===== src/acrd_pkg.sv =====
// ----------------------------------------------------------------------------
// acrd_pkg
// types and constants of the audio route command decoder
// ----------------------------------------------------------------------------
package acrd_pkg;

	// item kinds on the input channel
	typedef enum logic [1:0] {
		OP_CMD  = 2'd0,
		OP_LINE = 2'd1,
		OP_IDLE = 2'd2,
		OP_NONE = 2'd3
	} op_t;

	// classified actions passed from front to back
	typedef enum logic [3:0] {
		K_NOP,
		K_GAIN_SET,
		K_GAIN_DN,
		K_GAIN_UP,
		K_TX_MUTE,
		K_RX_MUTE,
		K_SIDETONE,
		K_CALL,
		K_LINE,
		K_IDLE
	} kind_t;

	// command byte codes
	localparam logic [7:0] CMD_GAIN_0    = 8'h20;
	localparam logic [7:0] CMD_GAIN_3    = 8'h23;
	localparam logic [7:0] CMD_GAIN_DN   = 8'h24;
	localparam logic [7:0] CMD_GAIN_UP   = 8'h25;
	localparam logic [7:0] CMD_TX_UNMUTE = 8'h26;
	localparam logic [7:0] CMD_TX_MUTE   = 8'h27;
	localparam logic [7:0] CMD_RX_UNMUTE = 8'h28;
	localparam logic [7:0] CMD_RX_MUTE   = 8'h29;
	localparam logic [7:0] CMD_ST_ON     = 8'h2a;
	localparam logic [7:0] CMD_ST_OFF    = 8'h2b;
	localparam logic [7:0] CMD_TONE_A    = 8'h2d;
	localparam logic [7:0] CMD_TONE_B    = 8'h2e;
	localparam logic [7:0] CMD_TONE_C    = 8'h2f;
	localparam logic [7:0] CMD_CALL_0    = 8'h40;
	localparam logic [7:0] CMD_CALL_6    = 8'h46;

	// call states
	localparam logic [2:0] CS_IDLE     = 3'd0;
	localparam logic [2:0] CS_DIALING  = 3'd1;
	localparam logic [2:0] CALL_EST_LO = 3'd2;
	localparam logic [2:0] CALL_EST_HI = 3'd6;

	// route codes
	localparam logic [1:0] ROUTE_IDLE    = 2'd0;
	localparam logic [1:0] ROUTE_DIALING = 2'd1;
	localparam logic [1:0] ROUTE_CALL    = 2'd2;
	localparam logic [1:0] ROUTE_PROMPT  = 2'd3;

	// line status codes
	localparam logic [2:0] LS_ON_HOOK  = 3'd0;
	localparam logic [2:0] LS_OFF_HOOK = 3'd1;
	localparam logic [2:0] LS_DIALING  = 3'd2;
	localparam logic [2:0] LS_CONNECT  = 3'd3;
	localparam logic [2:0] LS_DISCONN  = 3'd4;
	localparam logic [2:0] LS_PROMPT   = 3'd5;

	// widest gain step the register holds
	localparam logic [1:0] GAIN_MAX = 2'd3;

	// one queue entry: arg is gain, call state, flag or {hook, prompt, carrier}
	typedef struct packed {
		kind_t      kind;
		logic [2:0] arg;
		logic       recognized;
		logic       note;
	} cmd_t;

endpackage


===== src/acrd_in_if.sv =====
// ----------------------------------------------------------------------------
// acrd_in_if
// input channel: item kind, command byte and line status flags
// ----------------------------------------------------------------------------
interface acrd_in_if;
	logic       valid;
	logic       ready;
	logic [1:0] opcode;
	logic [7:0] cmd_byte;
	logic       hook_off_in;
	logic       prompt_path_in;
	logic       carrier_up_in;

	modport source (
		output valid, opcode, cmd_byte, hook_off_in, prompt_path_in, carrier_up_in,
		input  ready
	);
	modport sink (
		input  valid, opcode, cmd_byte, hook_off_in, prompt_path_in, carrier_up_in,
		output ready
	);
endinterface


===== src/acrd_out_if.sv =====
// ----------------------------------------------------------------------------
// acrd_out_if
// result channel: state report after each word
// ----------------------------------------------------------------------------
interface acrd_out_if;
	logic       valid;
	logic       ready;
	logic       recognized;
	logic       note_code;
	logic [2:0] call_code;
	logic       mic_muted;
	logic       earpiece_muted;
	logic       sidetone_off;
	logic [1:0] gain_level;
	logic [1:0] route_code;
	logic [2:0] line_status_code;

	modport source (
		output valid, recognized, note_code, call_code, mic_muted, earpiece_muted,
		       sidetone_off, gain_level, route_code, line_status_code,
		input  ready
	);
	modport sink (
		input  valid, recognized, note_code, call_code, mic_muted, earpiece_muted,
		       sidetone_off, gain_level, route_code, line_status_code,
		output ready
	);
endinterface


===== src/acrd_front.sv =====
// ----------------------------------------------------------------------------
// acrd_front
// classifies an incoming word into an action for the back end
// ----------------------------------------------------------------------------
module acrd_front (
	input  logic [1:0]    opcode,
	input  logic [7:0]    cmd_byte,
	input  logic          hook_off_in,
	input  logic          prompt_path_in,
	input  logic          carrier_up_in,
	output acrd_pkg::cmd_t cmd
);

	acrd_pkg::op_t op;

	assign op = acrd_pkg::op_t'(opcode);

	// byte and opcode decode
	always_comb begin
		cmd.kind       = acrd_pkg::K_NOP;
		cmd.arg        = 3'd0;
		cmd.recognized = 1'b0;
		cmd.note       = 1'b0;
		case (op)
			acrd_pkg::OP_CMD: begin
				if (cmd_byte >= acrd_pkg::CMD_GAIN_0 && cmd_byte <= acrd_pkg::CMD_GAIN_3) begin
					cmd.kind       = acrd_pkg::K_GAIN_SET;
					cmd.arg        = {1'b0, cmd_byte[1:0]};
					cmd.recognized = 1'b1;
					cmd.note       = (cmd_byte != acrd_pkg::CMD_GAIN_0);
				end else if (cmd_byte >= acrd_pkg::CMD_CALL_0 &&
				             cmd_byte <= acrd_pkg::CMD_CALL_6) begin
					cmd.kind       = acrd_pkg::K_CALL;
					cmd.arg        = cmd_byte[2:0];
					cmd.recognized = 1'b1;
				end else begin
					case (cmd_byte)
						acrd_pkg::CMD_GAIN_DN: begin
							cmd.kind       = acrd_pkg::K_GAIN_DN;
							cmd.recognized = 1'b1;
						end
						acrd_pkg::CMD_GAIN_UP: begin
							cmd.kind       = acrd_pkg::K_GAIN_UP;
							cmd.recognized = 1'b1;
						end
						acrd_pkg::CMD_TX_UNMUTE, acrd_pkg::CMD_TX_MUTE: begin
							cmd.kind       = acrd_pkg::K_TX_MUTE;
							cmd.arg        = {2'b00, cmd_byte[0]};
							cmd.recognized = 1'b1;
						end
						acrd_pkg::CMD_RX_UNMUTE, acrd_pkg::CMD_RX_MUTE: begin
							cmd.kind       = acrd_pkg::K_RX_MUTE;
							cmd.arg        = {2'b00, cmd_byte[0]};
							cmd.recognized = 1'b1;
						end
						acrd_pkg::CMD_ST_ON, acrd_pkg::CMD_ST_OFF: begin
							cmd.kind       = acrd_pkg::K_SIDETONE;
							cmd.arg        = {2'b00, cmd_byte[0]};
							cmd.recognized = 1'b1;
						end
						// tone and dtmf bytes: acknowledged only
						acrd_pkg::CMD_TONE_A, acrd_pkg::CMD_TONE_B, acrd_pkg::CMD_TONE_C: begin
							cmd.recognized = 1'b1;
						end
						default: begin
							cmd.recognized = 1'b0;
						end
					endcase
				end
			end
			acrd_pkg::OP_LINE: begin
				cmd.kind = acrd_pkg::K_LINE;
				cmd.arg  = {hook_off_in, prompt_path_in, carrier_up_in};
			end
			acrd_pkg::OP_IDLE: begin
				cmd.kind = acrd_pkg::K_IDLE;
			end
			default: begin
				cmd.kind = acrd_pkg::K_NOP;
			end
		endcase
	end

endmodule


===== src/acrd_queue.sv =====
// ----------------------------------------------------------------------------
// acrd_queue
// two-entry queue decoupling the classifier from the state update
// ----------------------------------------------------------------------------
module acrd_queue (
	input  logic           clk,
	input  logic           arst_n,
	input  logic           push,
	input  acrd_pkg::cmd_t push_data,
	output logic           not_full,
	input  logic           pop,
	output logic           not_empty,
	output acrd_pkg::cmd_t pop_data
);

	acrd_pkg::cmd_t entry_q [2];
	logic           wr_ptr_q;
	logic           rd_ptr_q;
	logic [1:0]     count_q;

	assign not_full  = (count_q != 2'd2);
	assign not_empty = (count_q != 2'd0);
	assign pop_data  = entry_q[rd_ptr_q];

	// pointers and fill count
	always_ff @(posedge clk or negedge arst_n) begin
		if (!arst_n) begin
			wr_ptr_q <= 1'b0;
			rd_ptr_q <= 1'b0;
			count_q  <= 2'd0;
		end else begin
			if (push) wr_ptr_q <= ~wr_ptr_q;
			if (pop)  rd_ptr_q <= ~rd_ptr_q;
			case ({push, pop})
				2'b10:   count_q <= count_q + 2'd1;
				2'b01:   count_q <= count_q - 2'd1;
				default: count_q <= count_q;
			endcase
		end
	end

	// entry storage
	always_ff @(posedge clk) begin
		if (push) entry_q[wr_ptr_q] <= push_data;
	end

endmodule


===== src/acrd_back.sv =====
// ----------------------------------------------------------------------------
// acrd_back
// applies queued actions to the call state and registers the report
// ----------------------------------------------------------------------------
module acrd_back #(
	parameter logic [1:0] GainCeil = 2'd3
) (
	input  logic           clk,
	input  logic           arst_n,
	input  logic           q_valid,
	input  acrd_pkg::cmd_t q_data,
	output logic           q_pop,
	acrd_out_if.source     rsp
);

	logic [2:0] call_q;
	logic       tx_mute_q;
	logic       rx_mute_q;
	logic       sidetone_q;
	logic       hook_q;
	logic       prompt_q;
	logic       carrier_q;
	logic [1:0] gain_q;
	logic       out_valid_q;

	logic [2:0] call_d;
	logic       tx_mute_d;
	logic       rx_mute_d;
	logic       sidetone_d;
	logic       hook_d;
	logic       prompt_d;
	logic       carrier_d;
	logic [1:0] gain_d;
	logic       est_d;
	logic [1:0] route_d;
	logic [2:0] line_d;

	logic       recog_q;
	logic       note_q;
	logic [1:0] route_q;
	logic [2:0] line_q;

	// take the next word whenever the report register is free or draining
	assign q_pop = q_valid && (!out_valid_q || rsp.ready);

	// next state
	always_comb begin
		call_d     = call_q;
		tx_mute_d  = tx_mute_q;
		rx_mute_d  = rx_mute_q;
		sidetone_d = sidetone_q;
		hook_d     = hook_q;
		prompt_d   = prompt_q;
		carrier_d  = carrier_q;
		gain_d     = gain_q;
		case (q_data.kind)
			acrd_pkg::K_GAIN_SET: gain_d = q_data.arg[1:0];
			acrd_pkg::K_GAIN_DN: begin
				if (gain_q != 2'd0) gain_d = gain_q - 2'd1;
			end
			acrd_pkg::K_GAIN_UP: begin
				if (gain_q < GainCeil) gain_d = gain_q + 2'd1;
			end
			acrd_pkg::K_TX_MUTE:  tx_mute_d  = q_data.arg[0];
			acrd_pkg::K_RX_MUTE:  rx_mute_d  = q_data.arg[0];
			acrd_pkg::K_SIDETONE: sidetone_d = q_data.arg[0];
			acrd_pkg::K_CALL:     call_d     = q_data.arg;
			acrd_pkg::K_LINE: begin
				hook_d    = q_data.arg[2];
				prompt_d  = q_data.arg[1];
				carrier_d = q_data.arg[0];
			end
			acrd_pkg::K_IDLE: begin
				call_d     = acrd_pkg::CS_IDLE;
				tx_mute_d  = 1'b0;
				rx_mute_d  = 1'b0;
				sidetone_d = 1'b0;
				hook_d     = 1'b0;
				prompt_d   = 1'b0;
				carrier_d  = 1'b0;
				gain_d     = 2'd0;
			end
			default: begin
				call_d = call_q;
			end
		endcase
	end

	// route and line status from the updated state
	always_comb begin
		est_d = (call_d >= acrd_pkg::CALL_EST_LO) && (call_d <= acrd_pkg::CALL_EST_HI);

		if (hook_d && prompt_d)                 route_d = acrd_pkg::ROUTE_PROMPT;
		else if (call_d == acrd_pkg::CS_DIALING) route_d = acrd_pkg::ROUTE_DIALING;
		else if (est_d)                         route_d = acrd_pkg::ROUTE_CALL;
		else                                    route_d = acrd_pkg::ROUTE_IDLE;

		if (prompt_d)                            line_d = acrd_pkg::LS_PROMPT;
		else if (call_d == acrd_pkg::CS_DIALING) line_d = acrd_pkg::LS_DIALING;
		else if (est_d)  line_d = carrier_d ? acrd_pkg::LS_CONNECT : acrd_pkg::LS_DISCONN;
		else if (hook_d)                         line_d = acrd_pkg::LS_OFF_HOOK;
		else                                     line_d = acrd_pkg::LS_ON_HOOK;
	end

	// state registers
	always_ff @(posedge clk or negedge arst_n) begin
		if (!arst_n) begin
			call_q     <= acrd_pkg::CS_IDLE;
			tx_mute_q  <= 1'b0;
			rx_mute_q  <= 1'b0;
			sidetone_q <= 1'b0;
			hook_q     <= 1'b0;
			prompt_q   <= 1'b0;
			carrier_q  <= 1'b0;
			gain_q     <= 2'd0;
		end else if (q_pop) begin
			call_q     <= call_d;
			tx_mute_q  <= tx_mute_d;
			rx_mute_q  <= rx_mute_d;
			sidetone_q <= sidetone_d;
			hook_q     <= hook_d;
			prompt_q   <= prompt_d;
			carrier_q  <= carrier_d;
			gain_q     <= gain_d;
		end
	end

	// report valid
	always_ff @(posedge clk or negedge arst_n) begin
		if (!arst_n) begin
			out_valid_q <= 1'b0;
		end else if (q_pop) begin
			out_valid_q <= 1'b1;
		end else if (rsp.ready) begin
			out_valid_q <= 1'b0;
		end
	end

	// report payload
	always_ff @(posedge clk) begin
		if (q_pop) begin
			recog_q <= q_data.recognized;
			note_q  <= q_data.note;
			route_q <= route_d;
			line_q  <= line_d;
		end
	end

	assign rsp.valid            = out_valid_q;
	assign rsp.recognized       = recog_q;
	assign rsp.note_code        = note_q;
	assign rsp.call_code        = call_q;
	assign rsp.mic_muted        = tx_mute_q;
	assign rsp.earpiece_muted   = rx_mute_q;
	assign rsp.sidetone_off     = sidetone_q;
	assign rsp.gain_level       = gain_q;
	assign rsp.route_code       = route_q;
	assign rsp.line_status_code = line_q;

endmodule


===== src/audio_route_command_decoder.sv =====
// an accepted word passes through the queue and the report register before its report is offered
// throughput: one word per cycle, sustained while the report side keeps ready high
// a two-entry queue between classifier and state update absorbs a stalled report
// reset (arst_n low): call state idle, all flags and gain cleared, queue and report empty
// ----------------------------------------------------------------------------
// audio_route_command_decoder
// audio routing command decoder with call state, mute, sidetone and gain
// ----------------------------------------------------------------------------
module audio_route_command_decoder #(
	parameter int TOP_GAIN_STEP = 3
) (
	input  logic      clk,
	input  logic      arst_n,
	acrd_in_if.sink   cmd,
	acrd_out_if.source rsp
);

	localparam logic [1:0] GainCeil =
		(TOP_GAIN_STEP > int'(acrd_pkg::GAIN_MAX)) ? acrd_pkg::GAIN_MAX : 2'(TOP_GAIN_STEP);

	acrd_pkg::cmd_t front_cmd;
	acrd_pkg::cmd_t head_cmd;
	logic           q_not_full;
	logic           q_not_empty;
	logic           q_pop;
	logic           q_push;

	assign cmd.ready = q_not_full;
	assign q_push    = cmd.valid && q_not_full;

	// classifier
	acrd_front u_front (
		.opcode         (cmd.opcode),
		.cmd_byte       (cmd.cmd_byte),
		.hook_off_in    (cmd.hook_off_in),
		.prompt_path_in (cmd.prompt_path_in),
		.carrier_up_in  (cmd.carrier_up_in),
		.cmd            (front_cmd)
	);

	// decoupling queue
	acrd_queue u_queue (
		.clk       (clk),
		.arst_n    (arst_n),
		.push      (q_push),
		.push_data (front_cmd),
		.not_full  (q_not_full),
		.pop       (q_pop),
		.not_empty (q_not_empty),
		.pop_data  (head_cmd)
	);

	// state update and report register
	acrd_back #(
		.GainCeil (GainCeil)
	) u_back (
		.clk     (clk),
		.arst_n  (arst_n),
		.q_valid (q_not_empty),
		.q_data  (head_cmd),
		.q_pop   (q_pop),
		.rsp     (rsp)
	);

endmodule


===== src/flat_wrapper.sv =====
// flat-port wrapper written by rule: the top's interface ports become plain ports
module audio_route_command_decoder_flat 
#(
	parameter int TOP_GAIN_STEP = 3
)
  (clk, arst_n, cmd_valid, cmd_opcode, cmd_cmd_byte, cmd_hook_off_in, cmd_prompt_path_in, cmd_carrier_up_in, cmd_ready, rsp_valid, rsp_recognized, rsp_note_code, rsp_call_code, rsp_mic_muted, rsp_earpiece_muted, rsp_sidetone_off, rsp_gain_level, rsp_route_code, rsp_line_status_code, rsp_ready);
  acrd_in_if cmd_i ();
  acrd_out_if rsp_i ();
  input  logic clk;
  input  logic arst_n;
  input wire logic [$bits(cmd_i.valid)-1:0] cmd_valid;
  input wire logic [$bits(cmd_i.opcode)-1:0] cmd_opcode;
  input wire logic [$bits(cmd_i.cmd_byte)-1:0] cmd_cmd_byte;
  input wire logic [$bits(cmd_i.hook_off_in)-1:0] cmd_hook_off_in;
  input wire logic [$bits(cmd_i.prompt_path_in)-1:0] cmd_prompt_path_in;
  input wire logic [$bits(cmd_i.carrier_up_in)-1:0] cmd_carrier_up_in;
  output wire logic [$bits(cmd_i.ready)-1:0] cmd_ready;
  output wire logic [$bits(rsp_i.valid)-1:0] rsp_valid;
  output wire logic [$bits(rsp_i.recognized)-1:0] rsp_recognized;
  output wire logic [$bits(rsp_i.note_code)-1:0] rsp_note_code;
  output wire logic [$bits(rsp_i.call_code)-1:0] rsp_call_code;
  output wire logic [$bits(rsp_i.mic_muted)-1:0] rsp_mic_muted;
  output wire logic [$bits(rsp_i.earpiece_muted)-1:0] rsp_earpiece_muted;
  output wire logic [$bits(rsp_i.sidetone_off)-1:0] rsp_sidetone_off;
  output wire logic [$bits(rsp_i.gain_level)-1:0] rsp_gain_level;
  output wire logic [$bits(rsp_i.route_code)-1:0] rsp_route_code;
  output wire logic [$bits(rsp_i.line_status_code)-1:0] rsp_line_status_code;
  input wire logic [$bits(rsp_i.ready)-1:0] rsp_ready;
  assign cmd_i.valid = cmd_valid;
  assign cmd_i.opcode = cmd_opcode;
  assign cmd_i.cmd_byte = cmd_cmd_byte;
  assign cmd_i.hook_off_in = cmd_hook_off_in;
  assign cmd_i.prompt_path_in = cmd_prompt_path_in;
  assign cmd_i.carrier_up_in = cmd_carrier_up_in;
  assign cmd_ready = cmd_i.ready;
  assign rsp_valid = rsp_i.valid;
  assign rsp_recognized = rsp_i.recognized;
  assign rsp_note_code = rsp_i.note_code;
  assign rsp_call_code = rsp_i.call_code;
  assign rsp_mic_muted = rsp_i.mic_muted;
  assign rsp_earpiece_muted = rsp_i.earpiece_muted;
  assign rsp_sidetone_off = rsp_i.sidetone_off;
  assign rsp_gain_level = rsp_i.gain_level;
  assign rsp_route_code = rsp_i.route_code;
  assign rsp_line_status_code = rsp_i.line_status_code;
  assign rsp_i.ready = rsp_ready;
  audio_route_command_decoder #(.TOP_GAIN_STEP(TOP_GAIN_STEP)) u_core (.clk(clk), .arst_n(arst_n), .cmd(cmd_i), .rsp(rsp_i));
endmodule

===== config.mk =====
export PLATFORM = sky130hd
export DESIGN_NAME = audio_route_command_decoder_flat
export DESIGN_NICKNAME = d
export VERILOG_FILES = /design/src/acrd_pkg.sv /design/src/acrd_in_if.sv /design/src/acrd_out_if.sv /design/src/acrd_front.sv /design/src/acrd_queue.sv /design/src/acrd_back.sv /design/src/audio_route_command_decoder.sv /design/src/flat_wrapper.sv
export SDC_FILE = /design/constraint.sdc
export NUM_CORES = 1
export LEC_CHECK = 0
export ABC_AREA = 1
export BUFFER_PORTS_ARGS = -buffer_cell sky130_fd_sc_hd__buf_4
export CORE_ASPECT_RATIO = 1.25
export CORE_MARGIN = 3
export CORE_UTILIZATION = 38
export CTS_CLUSTER_DIAMETER = 120
export DETAILED_ROUTE_END_ITERATION = 10
export PLACE_DENSITY_LB_ADDON = 0.2
export SLEW_MARGIN = 20
export SYNTH_ARGS = -nofsm -noshare
export SYNTH_HDL_FRONTEND = slang
export SYNTH_HIERARCHICAL = 1
export SYNTH_SLANG_ARGS = --single-unit
export TNS_END_PERCENT = 100

===== constraint.sdc =====
create_clock -name clk -period 5.16 [get_ports clk]
set_input_delay 0.258 -clock clk [delete_from_list [all_inputs] [get_ports clk]]
set_output_delay 0.258 -clock clk [all_outputs]
set_load 0.05 [all_outputs]

# [Word level (Yosys, flattened, before mapping)]
# Memories as Yosys holds them, arrays and structs flattened.
# Cells that the tools add are included.
[totals] register_bits=23 latchBits=0 mem_bits_rw=18 romBits=0 in_bits=17 elab_cells=117 n_memories=1
[classes] addsub=4 multipliers=0 div_mod_pow=0 n_lt_le_gt_ge=7 n_eq_ne=29 shifts=0 mux=30 n_bitwise=2 reduce_logical=27
[mem_list] name="u_core.u_queue.entry_q" words=2 width=9 read_ports=1 rd_clocked_by_memory_dff=0 write_ports=1 line="acrd_queue.sv:16" source="acrd_pkg::cmd_t entry_q [2];"
[op_table] operator="$eq A8 B6 Y1 const B" n=11
[op_table] operator="$eq A4 B3 Y1 const B" n=4
[op_table] operator="$mux W8" n=2
[op_table] operator="$pmux W3 S5" n=1
[op_table] operator="$reduce_bool A2 Y1" n=7
[op_table] operator="$pmux W1 S2" n=6
[op_table] operator="$pmux W3 S2" n=2
[op_table] operator="$pmux W4 S3" n=1
[op_table] operator="$reduce_or A11 Y1" n=1
[op_table] operator="$mux W2" n=5
[op_table] operator="$mux W3" n=3
[op_table] operator="$eq A4 B2 Y1 const B" n=2
[op_table] operator="$eq A4 B4 Y1 const B" n=2
[op_table] operator="$ge A8 B6 Y1 const B" n=1
[op_table] operator="$ge A8 B7 Y1 const B" n=1
[op_table] operator="$le A8 B6 Y1 const B" n=1
[op_table] operator="$le A8 B7 Y1 const B" n=1
[op_table] operator="$mux W1" n=8
[op_table] operator="$ne A8 B6 Y1 const B" n=1
[op_table] operator="$pmux W2 S4" n=1
[op_table] operator="$reduce_or A2 Y1" n=4
[op_table] operator="$logic_and A1 B1 Y1" n=6
[op_table] operator="$ne A2 B2 Y1 const B" n=3
[op_table] operator="$reduce_and A2 Y1" n=3
[op_table] operator="other kinds (17)" n=22

# [Depth between registers and ports, before layout]
# An unclocked memory read counts as a cell.
[depth] word_depth=7 ltp_mapped=16

# [Modules after synthesis]
# The synthesis kept the hierarchy.
[modules_own_cells] mod="acrd_back" n_inst=1 cells_per_inst=120 area_each_um2=965.9
[modules_own_cells] mod="acrd_queue" n_inst=1 cells_per_inst=71 area_each_um2=890.9
[modules_own_cells] mod="acrd_front" n_inst=1 cells_per_inst=64 area_each_um2=301.5
[modules_own_cells] mod="audio_route_command_decoder" n_inst=1 cells_per_inst=2 area_each_um2=7.5

# [Worst setup path after synthesis]
# No wires, ideal clock.
[synth_timing] path_kind="reg-to-reg" from="register u_core.u_back.out_valid_q, in the netlist u_core/u_back/rsp.valid" to="register u_core.u_queue.count_q[1]" arrival_time_ps=2014 slack_ps=3029 path_stages_with_launch=10 n_path_buf=1 synth_period_minus_slack_ps=2131 path_cell_list="dfrtp_1 -> nand2_1 -> nand2_1 -> inv_1 -> buf_1 -> ha_1 -> inv_1 -> nand3_1 -> nand2_1 -> nand2_1"
[synth_via] elab_chain_cells=5 elab_cells_between_ends=7
[synth_lines] element="start, declared" line="acrd_back.sv:24" source="logic out_valid_q;"
[synth_lines] element="start signal, assigned" line="acrd_back.sv:131" source="out_valid_q <= 1'b0;"
[synth_lines] element="start signal, assigned" line="acrd_back.sv:133" source="out_valid_q <= 1'b1;"
[synth_lines] element="start signal, assigned" line="acrd_back.sv:135" source="out_valid_q <= 1'b0;"
[synth_lines] element="$logic_not A1 Y1 (*)" line="acrd_back.sv:44" source="assign q_pop = q_valid && (!out_valid_q || rsp.ready);"
[synth_lines] element="$logic_or A1 B1 Y1 (*)" line="acrd_back.sv:44"
[synth_lines] element="$logic_and A1 B1 Y1 (*)" line="acrd_back.sv:44"
[synth_lines] element="net u_core.q_pop" line="audio_route_command_decoder.sv:25" source="logic q_pop;"
[synth_lines] element="$eq A2 B1 Y1 or $eq A2 B2 Y1 (tied branches)" line="acrd_queue.sv:34" source="case ({push, pop})"
[synth_lines] element="$pmux W2 S2 or $reduce_bool A2 Y1 (tied branches)"
[synth_lines] element="end signal, assigned" line="acrd_queue.sv:35" source="2'b10: count_q <= count_q + 2'd1;"
[synth_lines] element="end signal, assigned" line="acrd_queue.sv:36" source="2'b01: count_q <= count_q - 2'd1;"
[synth_lines] element="end signal, assigned" line="acrd_queue.sv:37" source="default: count_q <= count_q;"
[synth_lines] element="end, declared" line="acrd_queue.sv:19" source="logic [1:0] count_q;"
# The timed path passes the listed nets; every way through them passes the cells marked *.
# A chain may end at the register's enable or synchronous reset.

==> metrics list <==
- Crit path required time: 5.22 ns
- The Yosys step of the flow raised 6 warnings.
- Detailed-route via count: roughly 1700
- Grouping stages by cell kind, the critical path spends the most delay in simple AND/OR/NAND/NOR gates.
- Shortest period the worst path allows: 2.362 ns
- The die is between 90 and 100 µm tall.
- Count of unique library cells instantiated by Yosys: 29
- Seq/Total Area, Yosys: 53.15%
* Setup repair after global routing missed its margin: false
- In this run the static leakage power is 0.001243 µW.
* Path type of the worst min-delay path: in -> reg
* Areal power density over the cells: ~600 nW/µm²
* Deepest clock path buffer count: 2
- In this run the tightest slew margin relative to its limit is between 40% and 50%.
- The count of cells in the finished layout, fillers not included, comes to 360.
- Worst Path Class, Setup: reg -> reg
* Post-synthesis to final-layout area growth: 19.12%
- Total congestion overflow after global routing: 0
* Router iterations before antenna repair: 4
* Total Routed Length: 3760 µm
* Post-route core utilization: a little under half
* Routability Congestion: 0.8638
* Sinks on Clock Net: 41
- Largest area contributor in the synthesized netlist: edfxtp_1
* Number of placement rows: 30
- In the global route stage, overall resource usage came out at around 12%.
- Using the TritonRoute via totals, the vias-per-cell ratio works out to 4.700.
* Die Wd: 73.53 µm
- After clock tree synthesis, the flow added hold-fix buffers numbering 1.
- On the final layout, the worst clock skew is 0.004543 ns.
- STA classifies the critical path startpoint as a flip-flop.
- Number of buffers added for setup after CTS: 0
* Worst hold margin: 0.2127 ns
* Type of element capturing the critical path: flip-flop
- Crit path largest cell delay: 0.61 ns
- Port-buffer cells: 33
- The floorplan step defined a die boundary enclosing 6647 µm².
- Max-Cap Viols: 0
- Post-CTS repair changed the size of 0 cells.
- The number of nets in the synthesized netlist is 278.
- CTS placed an instance of clkbuf_8 at the clock tree root.
- Counting stages on the worst path, the most repeated cell is nand2_1.
- Together, buffers and inverters on the worst path number 3.
- Maximum frequency from static timing analysis: 0.4234 GHz
- The number of placed instances, taps included, is around 350.
- Wire length of the first global-routing pass: between 6000 and 7000 µm
- The final layout contains 316 nets.
- Worst-path cell with the longest stage delay: o21ai_0
- Final setup vio count: 0
* TritonCTS clock tree: built
* Netlist area before placement: 2166 µm²
- Adding up every negative setup slack in the final design gives 0 ns.
- During I/O placement, the number of pins put on the boundary was 34.
* IR Drop Worst-Case VDD: 0.1784 mV
- The number of slew-limit violations in the final report was 0.
- Initial core utilization: 39.52%
- Dividing the final minimum period by the clock period gives 45.78%.
- A synthesized cell averages 8.427 µm².
- Fin. Hold Viols: 0
- The flow ran to the end, and the final reports show no timing, DRC or antenna violations.
* Largest net degree at the start of global routing: 24
* Avg WL per Cell: 10.44 µm
- Arrival time of the worst setup path: roughly 2.4 ns
* Violation count after the first detailed-routing iteration: 83
- At the pin with the least slew margin, the transition time is 0.7492 ns.
- The detail route stage leaves a number of antenna-violating nets equal to 0.
- In this run, synthesis produced a sequential element count of 41.
* Worst-skew pair later-pin latency: 0.29 ns
- Clock buffer count from CTS: 5
- The total area inside the core boundary comes to 5480 µm².
- Detailed placement finished with a half-perimeter wire length of 2947 µm.
- Of all nets on the critical path, the largest fanout is 19.
- DRC: 0
- The signal on the critical path passes through o21ai_0 > nand2_1 > inv_2 > nand2_2 > clkinv_1 > nand2_1 > nand2_1 > nand3_1 > nand3_1 > nand2_1 > inv_1 > nand2_1.
* H-tree depth: 2
* Main area contributors after synthesis: edfxtp_1 (35%), dfrtp_1 (18%), nand2_1 (14%), inv_1 (6.2%), o21ai_0 (5.3%)
- Counting every instance in the synthesized netlist gives 257.
* Clock edge transition at the registers on the reported setup and hold paths: about 0.070 ns
- Share of cells above drive strength 1: 18.24%
- 0 antenna diodes ended up in the layout.
- The via count of the first global-routing pass was 1574.
- In this run the biggest area consumer among cell types represents 34.66% of the synthesized area.
- The number of antenna violations at the first check in global routing came to 0.
## layout by cell type (no fill, tap or decap), types with 2 or more instances in the layout
cell      instances
o21ai_0          23
nand2_1          83
dfrtp_1          16
o211ai_1          3
xor2_1            3
clkbuf_8          5
nand3_1          16
ha_1              4
nor2_1           15
inv_1            36
buf_4            33
nand2_2           3
a31oi_1           3
edfxtp_1         25
nor2_2            2
a21oi_1           6
inv_2             5
## registers in the layout (all words and copies together), names as in the netlist, 2 cells and up
| signal | flops |
|---|---|
| u_core/u_queue/count_q | 2 |
| u_core/u_back/rsp.line_status_code | 3 |
| u_core/u_back/rsp.gain_level | 2 |
| u_core/u_queue/entry_q | 18 |
| u_core/u_back/rsp.route_code | 2 |
| u_core/u_back/rsp.call_code | 3 |
## per-layer routing
layer / up-vias / share of wire, % / global-route usage (%)
li1: 897 / - / -
met1: 749 / 42 / 13.11
met2: 39 / 50 / 21.75
met3: 7 / 4.8 / 3.007
met4: 0 / 2.9 / 6.193
met5: - / 0 / 0
## cells by family (layout without fill, tap and decap cells)
kind of cell / Yosys count / count (layout) / synth area share, %
compound gates: 38 / 38 / 9.590
xor+xnor: 4 / 4 / 1.618
fa+ha+maj: 4 / 4 / 2.311
buf+inv: 45 / 84 / 8.896
flops: 41 / 41 / 53.15
simple gates: 125 / 125 / 24.44
## final cells by class
| cell class | instances | area, µm² |
|---|---|---|
| repair buffers | 34 | 257.7 |
| clock inverters | 2 | 38.79 |
| multi-input cells | 171 | 822.0 |
| fillers | 541 | 2900 |
| well taps | 64 | 80.08 |
| inverters | 42 | 157.7 |
| flip-flops and latches | 41 | 1151 |
| clock buffers | 6 | 72.57 |
## worst min-delay path, stage by stage
cell and delay [ns]:
buf_4 0.07, inv_1 0.03, nand2_1 0.06, nand2_1 0.05
## cell usage after synthesis
library cell,instances
inv_1,36
edfxtp_1,25
nand2_1,83
o31ai_1,1
nor2_1,15
o211ai_1,3
xnor2_1,1
a21oi_1,6
nand4_1,1
o21ai_0,23
nor2_4,1
nor3_1,1
a31oi_1,3
o21ai_1,1
nand3b_1,1
inv_2,5
clkinv_1,1
buf_1,1
o21ai_2,1
nand2_2,3
ha_1,4
nand3_2,1
nand3_1,16
xor2_1,3
buf_12,1
dfrtp_1,16
nor3_2,1
buf_6,1
nor2_2,2
## report_power, final
part | total [µW] | internal, µW | leakage [µW] | switching [µW]
combinational | 745 | 214 | 0.000747 | 531
clock | 254 | 145 | 0.0000554 | 108
sequential | 550 | 489 | 0.000440 | 60.8
total | 1550 | 848 | 0.00124 | 700
## path summary, 6_finish.rpt
kind / from / endpoint / slack, ns / depth (start not counted)
min in group asynchronous: arst_n / u_core/u_queue/count_q[1] / 0.35 / 2
worst min-delay path: rsp_ready / u_core/u_back/rsp.valid / 0.21 / 4
max in group asynchronous: arst_n / u_core/u_back/hook_q / 4.62 / 2
worst max-delay path: u_core/u_queue/rd_ptr_q / u_core/u_back/rsp.line_status_code[0] / 2.80 / 12
worst max register to register: u_core/u_queue/rd_ptr_q / u_core/u_back/rsp.line_status_code[0] / 2.80 / 12
worst min register to register: u_core/u_back/rsp.earpiece_muted / u_core/u_back/rsp.earpiece_muted / 0.50 / 2
## stage by stage
stage / power [µW] / setup WS [ns] / area (µm²)
after detailed placement: 1310 / 2.808 / 2459
after CTS: 1567 / 2.787 / 2580
final: 1548 / 2.798 / 2580
after global placement: 1301 / 2.885 / 2459
after floorplan: 1139 / 3.029 / 2166
after global routing: 1666 / 2.428 / 2580
No activity file was read; power rests on OpenSTA's default activity.
